`config.mk`:
```
export PLATFORM = sky130hd
export DESIGN_NAME = wsf_queue
export DESIGN_NICKNAME = d
export VERILOG_FILES = /design/src/hw/rtl/ws2812_spi_frame_encoder_defines.svh /design/src/hw/rtl/wsf_pkg.sv /design/src/hw/rtl/wsf_queue.sv
export SDC_FILE = /design/constraint.sdc
export NUM_CORES = 1
export LEC_CHECK = 0
export BUFFER_PORTS_ARGS = -buffer_cell sky130_fd_sc_hd__buf_2
export CAP_MARGIN = 20
export CORE_MARGIN = 2
export CORE_UTILIZATION = 47
export CTS_CLUSTER_DIAMETER = 100
export CTS_CLUSTER_SIZE = 40
export DETAILED_ROUTE_END_ITERATION = 7
export GPL_TIMING_DRIVEN = 0
export PLACE_DENSITY_LB_ADDON = 0.12
export SLEW_MARGIN = 10
export SYNTH_ARGS = -nofsm -noshare
export SYNTH_HDL_FRONTEND = slang
export SYNTH_SLANG_ARGS = --single-unit
```
`constraint.sdc`:
```
create_clock -name clock -period 2.6 [get_ports clock]
set_clock_uncertainty 0.1 [all_clocks]
set_input_delay 0.26 -clock clock [delete_from_list [all_inputs] [get_ports clock]]
set_output_delay 0.26 -clock clock [all_outputs]
set_load 0.01 [all_outputs]
```
`src/hw/rtl/ws2812_spi_frame_encoder_defines.svh`:
```
// ----------------------------------------------------------------------------
// ws2812 spi frame encoder assertion macros
// assertion helpers for the encoder's back sequencer (wsf_back)
// ----------------------------------------------------------------------------
`ifndef WS2812_SPI_FRAME_ENCODER_DEFINES_SVH
`define WS2812_SPI_FRAME_ENCODER_DEFINES_SVH

// same-cycle implication
`define WSF_ASSERT_IMPL(label, clk, rst, ante, cons, msg) \
   label: assert property (@(posedge clk) disable iff (rst) (ante) |-> (cons)) \
      else $error(msg);

// next-cycle implication
`define WSF_ASSERT_NEXT(label, clk, rst, ante, cons, msg) \
   label: assert property (@(posedge clk) disable iff (rst) (ante) |=> (cons)) \
      else $error(msg);

`endif

```
`src/hw/rtl/wsf_pkg.sv`:
```
// ----------------------------------------------------------------------------
// wsf_pkg
// constants, types and line-coding function for the ws2812 spi encoder
// ----------------------------------------------------------------------------
package wsf_pkg;

   localparam int LED_COUNT     = 9;
   localparam int RESET_BYTES   = 24;
   localparam int BYTES_PER_LED = 9;
   localparam int COLOUR_W      = 8;
   localparam int BYTE_W        = 8;
   localparam int CODE_W        = 3 * COLOUR_W;
   localparam int DATA_W        = BYTES_PER_LED * BYTE_W;
   localparam int POS_W         = 10;
   localparam int CNT_W         = 5;
   localparam int QUEUE_DEPTH   = 2;
   localparam int QPTR_W        = (QUEUE_DEPTH > 1) ? $clog2(QUEUE_DEPTH) : 1;
   localparam int QCNT_W        = $clog2(QUEUE_DEPTH + 1);

   localparam logic [2:0] ONE_CODE  = 3'b110;
   localparam logic [2:0] ZERO_CODE = 3'b100;

   localparam logic             HAS_RESET  = (RESET_BYTES != 0);
   localparam logic [POS_W-1:0] LED_LIMIT  = POS_W'(LED_COUNT);
   localparam logic [CNT_W-1:0] RST_LAST   = CNT_W'((RESET_BYTES == 0) ? 0 : RESET_BYTES - 1);
   localparam logic [CNT_W-1:0] BYTE_LAST  = CNT_W'(BYTES_PER_LED - 1);

   typedef struct packed {
      logic [DATA_W-1:0] data;
      logic              lead;
      logic              trail;
   } desc_type;

   typedef enum logic [3:0] {
      ST_IDLE  = 4'b0001,
      ST_LEAD  = 4'b0010,
      ST_DATA  = 4'b0100,
      ST_TRAIL = 4'b1000
   } back_state_type;

   function automatic logic [CODE_W-1:0] code_colour(input logic [COLOUR_W-1:0] v);
      logic [CODE_W-1:0] res;
      res = '0;
      for (int i = 0; i < COLOUR_W; i++) begin
         res[CODE_W-1-3*i -: 3] = v[COLOUR_W-1-i] ? ONE_CODE : ZERO_CODE;
      end
      return res;
   endfunction

endpackage

```
`src/hw/rtl/wsf_queue.sv`:
```
// ----------------------------------------------------------------------------
// wsf_queue
// short request queue between the front and back sections
// ----------------------------------------------------------------------------
module wsf_queue import wsf_pkg::*; (
   input  logic     clock,
   input  logic     reset,
   input  logic     push_valid,
   input  desc_type push_desc,
   output logic     push_ready,
   output logic     pop_valid,
   output desc_type pop_desc,
   input  logic     pop_ready
);

   desc_type            mem_ff [QUEUE_DEPTH];
   logic [QPTR_W-1:0]   wr_ptr_ff;
   logic [QPTR_W-1:0]   wr_ptr_in;
   logic [QPTR_W-1:0]   rd_ptr_ff;
   logic [QPTR_W-1:0]   rd_ptr_in;
   logic [QCNT_W-1:0]   count_ff;
   logic [QCNT_W-1:0]   count_in;
   logic                push;
   logic                pop;

   assign push_ready = (count_ff != QCNT_W'(QUEUE_DEPTH));
   assign pop_valid  = (count_ff != '0);
   assign pop_desc   = mem_ff[rd_ptr_ff];
   assign push       = push_valid && push_ready;
   assign pop        = pop_valid && pop_ready;

   always_comb begin
      wr_ptr_in = wr_ptr_ff;
      rd_ptr_in = rd_ptr_ff;
      count_in  = count_ff;
      if (push) begin
         wr_ptr_in = (wr_ptr_ff == QPTR_W'(QUEUE_DEPTH - 1)) ? '0 : wr_ptr_ff + QPTR_W'(1);
      end
      if (pop) begin
         rd_ptr_in = (rd_ptr_ff == QPTR_W'(QUEUE_DEPTH - 1)) ? '0 : rd_ptr_ff + QPTR_W'(1);
      end
      if (push && !pop) begin
         count_in = count_ff + QCNT_W'(1);
      end else if (pop && !push) begin
         count_in = count_ff - QCNT_W'(1);
      end
   end

   always_ff @(posedge clock) begin
      if (push) begin
         mem_ff[wr_ptr_ff] <= push_desc;
      end
   end

   always_ff @(posedge clock) begin
      if (reset) begin
         wr_ptr_ff <= '0;
         rd_ptr_ff <= '0;
         count_ff  <= '0;
      end else begin
         wr_ptr_ff <= wr_ptr_in;
         rd_ptr_ff <= rd_ptr_in;
         count_ff  <= count_in;
      end
   end

endmodule

```
After elaboration in Yosys (flattened, before gate mapping)
Memory sizes are Yosys's and may differ from the RTL's. A register that Yosys moved wholly into a read port is not among the register bits.
Index checks and enable logic that the tools add are counted.
Widths: inputs -> output; s select.
{"block": "word_totals", "ff_bits": 4, "mem_bits_rw": 148, "memories": 1}
{"memory": "mem_ff", "words": 2, "word_bits": 74, "read_ports": 1, "rd_ports_with_merged_regs": 1, "write_ports": 1, "line_no": "wsf_queue.sv:16", "source": "desc_type mem_ff [QUEUE_DEPTH];"}
{"block": "classes", "add_sub_neg": 4, "n_eq_ne": 1, "muxes": 8, "n_reduce_logical": 8}
{"operator": "$mux 1", "n": 6}
{"operator": "$logic_and 1x1->1", "n": 4}
{"operator": "$mux 2", "n": 2}
{"operator": "$reduce_bool 2->1", "n": 2}
{"operator": "$add 1x1->1 const B", "n": 2}
{"operator": "$add 2x1->2 const B", "n": 1}
{"operator": "$logic_not 1->1", "n": 2}
{"operator": "$ne 2x2->1 const B", "n": 1}
{"operator": "$sub 2x1->2 const B", "n": 1}

Longest topological paths before layout
{"block": "logic_depth", "ltp_word": 6, "depth_mapped": 6}

Least setup slack after synthesis
No wires, ideal clock.
{"block": "synth_path", "path_kind": "reg-to-reg", "from": "reg count_ff[0]", "to": "mem mem_ff[1][0] (netlist bit) (enable)", "setup_time_ns": 0.441, "t_arrival_ns": 2.419, "path_slack_ns": -0.359, "stages_incl_launch_ff": 3, "n_path_buf": 0, "period_less_slack_ns": 2.959, "path_cell_list": "dfxtp_1 -> nand2b_1 -> and3_1"}
{"block": "synth_via", "elab_chain_cells": 4}
{"item": "start: declaration", "line_no": "wsf_queue.sv:21", "source": "logic [QCNT_W-1:0] count_ff;"}
{"item": "start signal: assignment", "line_no": "wsf_queue.sv:63", "source": "count_ff <= count_in;"}
{"item": "$ne 2x2->1", "line_no": "wsf_queue.sv:26", "source": "assign push_ready = (count_ff != QCNT_W'(QUEUE_DEPTH));"}
{"item": "net push_ready", "line_no": "wsf_queue.sv:10", "source": "output logic push_ready,"}
{"item": "$logic_and 1x1->1", "line_no": "wsf_queue.sv:29", "source": "assign push = push_valid && push_ready;"}
{"item": "$mux 1", "line_no": "wsf_queue.sv:50", "source": "if (push) begin"}
{"item": "$mux 1 (implied by the code)", "line_no": "wsf_queue.sv:51", "source": "mem_ff[wr_ptr_ff] <= push_desc;"}
{"item": "end: declaration", "line_no": "wsf_queue.sv:16"}
The timed path passes the listed nets, and every way through them passes these cells.

==> impl_metrics.py <==
metrics = {
    "worst_setup_path": {
        "reg2reg_depth": 3,
        "r2r_slack_ps": 630,
        "worstPathArrival_ps": 1630,
        "crit_path_max_fanout": 10,
        "r2r-start": "count_ff[0]",
        "start_kind": "register",
        "cp_slowest_cell": "mux2_2",
        "critical_path_class": "reg -> out",
        "end_kind": "output port",
        "path_cells": "buf_4, buf_6, mux2_2, buf_2",
        "r2r_end": "mem_ff[1][14]",
        "crit_required_ps": 2240,
        "critPathMaxStageDelay_ps": 360,
    },
    "sta": {
        "grt_setup_unrepaired": "false",
        "final.setup.tns_ps": 0,
        "hold_viol_final": 0,
        "tightest_slew_ps": 551.6,
        "timing.fmax_ghz": 0.5023,
        "setup_viol": 0,
        "final_max_slew_viol_count": 0,
        "fin_crit_sh_pct": 76.58,
        "period_needed_ps": 1991,
        "max_slew_margin_pct": 63.23,
    },
    "pwr": {
        "pwr-share-seq_pct": 45.2,
        "power_switching_w": 0.001817,
        "pwr-share-comb_pct": 25.3,
        "p_per_area_nw_per_um2": 890.0,
        "leakage_nw": 2.978,
        "clock_power_share_pct": 29.5,
        "intPower_w": 0.005159,
        "swShare_pct": 26.05,
        "worst_ir_drop_vdd_uv": 549.4,
        "finalPower_w": 0.006977,
    },
    "place": {
        "place_hpwl_um": 6405,
        "portBuffers": 153,
        "dp.cells": 553,
        "dpl_cell_area_sq_um": 6594,
        "gp_congestion": 0.6918,
    },
    "finish": {
        "final_nets": 583,
        "stdcell_area_sq_um": 7839,
        "fillers": 816,
        "final_layout_size_suffix_gt1_share_pct": 51.94,
        "final_common_cell": "buf_2",
        "diodes": 0,
        "layout_common_cells": "buf_2, edfxtp_1, dlygate4sd3_1",
        "instances_no_fill": 659,
        "syn2layout_area_growth_pct": 40.47,
    },
    "yosys": {
        "synth_area_sq_um": 5580,
        "seq_area_frac_synth_pct": 81.43,
        "ys_ff_latch": 153,
        "ys_warn_count": 0,
        "ys_types": 19,
        "synth.avg_cell_area_sq_um": 21.97,
        "synth_cells": 254,
        "syn_nets": 333,
    },
    "grt": {
        "gr-usage-met2_pct": 29.16,
        "grt_pass1_vias": 3333,
        "grt_pass1_wl_um": 15730,
        "grt_usage_pct": 16.48,
        "grt_max_degree": 40,
        "grt.overflow.total": 0,
        "grt.busiest_layer": "met2",
        "grtUsageMet1_pct": 17.87,
        "antenna_found_initial": 0,
        "use_met3_pct": 5.999,
    },
    "floorplanning": {
        "dieArea_sq_um": 12760,
        "start_util_pct": 48.46,
        "coreArea_sq_um": 11520,
        "die_w_um": 113.0,
        "die_y_um": 113.0,
        "rows": 39,
        "io_pins": 154,
    },
    "clocking": {
        "clockRootBuffer": "clkbuf_16",
        "cts_made_buffers": 17,
        "insertion_delay_ps": 400,
        "cts.sinks": 153,
        "cts_tree": "yes",
        "path_clk_slew_ps": 60,
        "cts_setup_buffers": 0,
        "cts.htree.levels": 4,
        "max-clock-path-buffers": 2,
    },
    "min_path": {
        "min_from": "push_valid",
        "whs_path_depth": 3,
        "hold_end": "wr_ptr_ff",
        "hold_class": "in -> reg",
    },
    "outcome": {
        "status": "complete, but fails checks",
        "violations": "design-rule violations",
    },
    "route": {
        "firstDrtPassIters": 6,
        "avgRoutedWirePerCell_um": 15.63,
        "drc": 10,
        "ant_nets": 0,
        "finalWirelength_um": 10300,
        "num_vias": 3181,
        "drt_iter0_drc": 215,
        "via_per_inst": 4.827,
    },
    "job": {
        "cap_viol_max_count": 0,
    },
}
## cell families after synthesis
family	Yosys count	synth area share, %
AOI/OAI and AO/OA	5	0.5381
adders and majority gates	1	0.2242
and+or+nand+nor	9	0.8973
DFF	153	81.44
buffers and inverters	9	1.502
xor gates and xnor gates	3	0.4709
muxes	74	14.93
## through the flow
step | utilization (%) | hold WS [ps] | setup slack (ps)
4_1_cts | 68.07 | 65.67 | 576.8
2_1_floorplan | - | 229.1 | 290.4
5_1_grt | 68.07 | 92.77 | 486.2
6_report | 68.07 | 85.23 | 609.0
3_5_place_dp | 57.26 | 351.1 | 603.5
3_3_place_gp | 56.70 | 346.6 | -379.4
## worst max path at each step
stage / from / end / slack, ps / depth (start not counted)
floorplan: count_ff[0] / mem_ff[0][0] / 290 / 3
global placement: count_ff[0] / mem_ff[0][13] / -380 / 3
detailed placement: count_ff[0] / mem_ff[1][15] / 600 / 3
CTS: register / pop_desc[35] / 580 / 4
global route: count_ff[0] / mem_ff[1][21] / 490 / 3
finish: register / pop_desc[18] / 610 / 4
## worst max-delay path: cells and delay by family, from the launching register on
| family | cells | cell delay, ps |
|---|---|---|
| muxes | 1 | 360 |
| buffers and inverters | 3 | 550 |
| DFF | 1 | 320 |
## cell usage after synthesis, drive strengths merged
cell type,instances,area share [%]
a21bo,1,0.18
a21oi,2,0.18
and2,1,0.11
and3,1,0.11
buf,8,1.4
dfxtp,5,1.8
edfxtp,148,80
ha,1,0.22
inv,1,0.067
mux2,74,15
nand2b,1,0.11
nand3b,1,0.13
nor2,3,0.20
o21ai,2,0.18
or2,1,0.11
or3,1,0.11
xor2,3,0.47
## sequential cells by signal (all words and copies together), names as in the netlist, named ones only
name,count
count_ff,2
mem_ff,148
rd_ptr_ff,1
wr_ptr_ff,1
## power by group through the flow
stage                     clock network, W  logic, W  registers, W
after floorplan                          0   0.00107       0.00319
after global placement                   0   0.00165       0.00321
after detailed placement                 0   0.00170       0.00321
after CTS                          0.00211   0.00180       0.00316
after global routing               0.00221   0.00191       0.00318
final                              0.00205   0.00177       0.00316
## area by class of cell
type / count / area [sq um] / share of cell area, %
Multi-Input combinational cell: 92 / 957.2 / 12.21
Clock inverter: 12 / 61.31 / 0.7821
Timing Repair Buffer: 231 / 1577 / 20.11
Clock buffer: 19 / 432.9 / 5.523
Buffer: 8 / 80.08 / 1.022
Inverter: 1 / 7.507 / 0.09577
Sequential cell: 153 / 4544 / 57.97
Tap cell: 143 / 178.9 / 2.283
## per-layer routing
layer | part of all wire (%) | vias up
met4 | 1.5 | 0
li1 | - | 1508
met2 | 53 | 103
met5 | 0 | -
met3 | 6.8 | 14
met1 | 39 | 1556
## what timing repair did
item / 4_1_cts / 5_1_grt
gates resized for setup: 0 / 0
endpoints found under the hold margin: 153 / 0
hold buffers: 75 / 0
(Power assumes the default switching activity.)
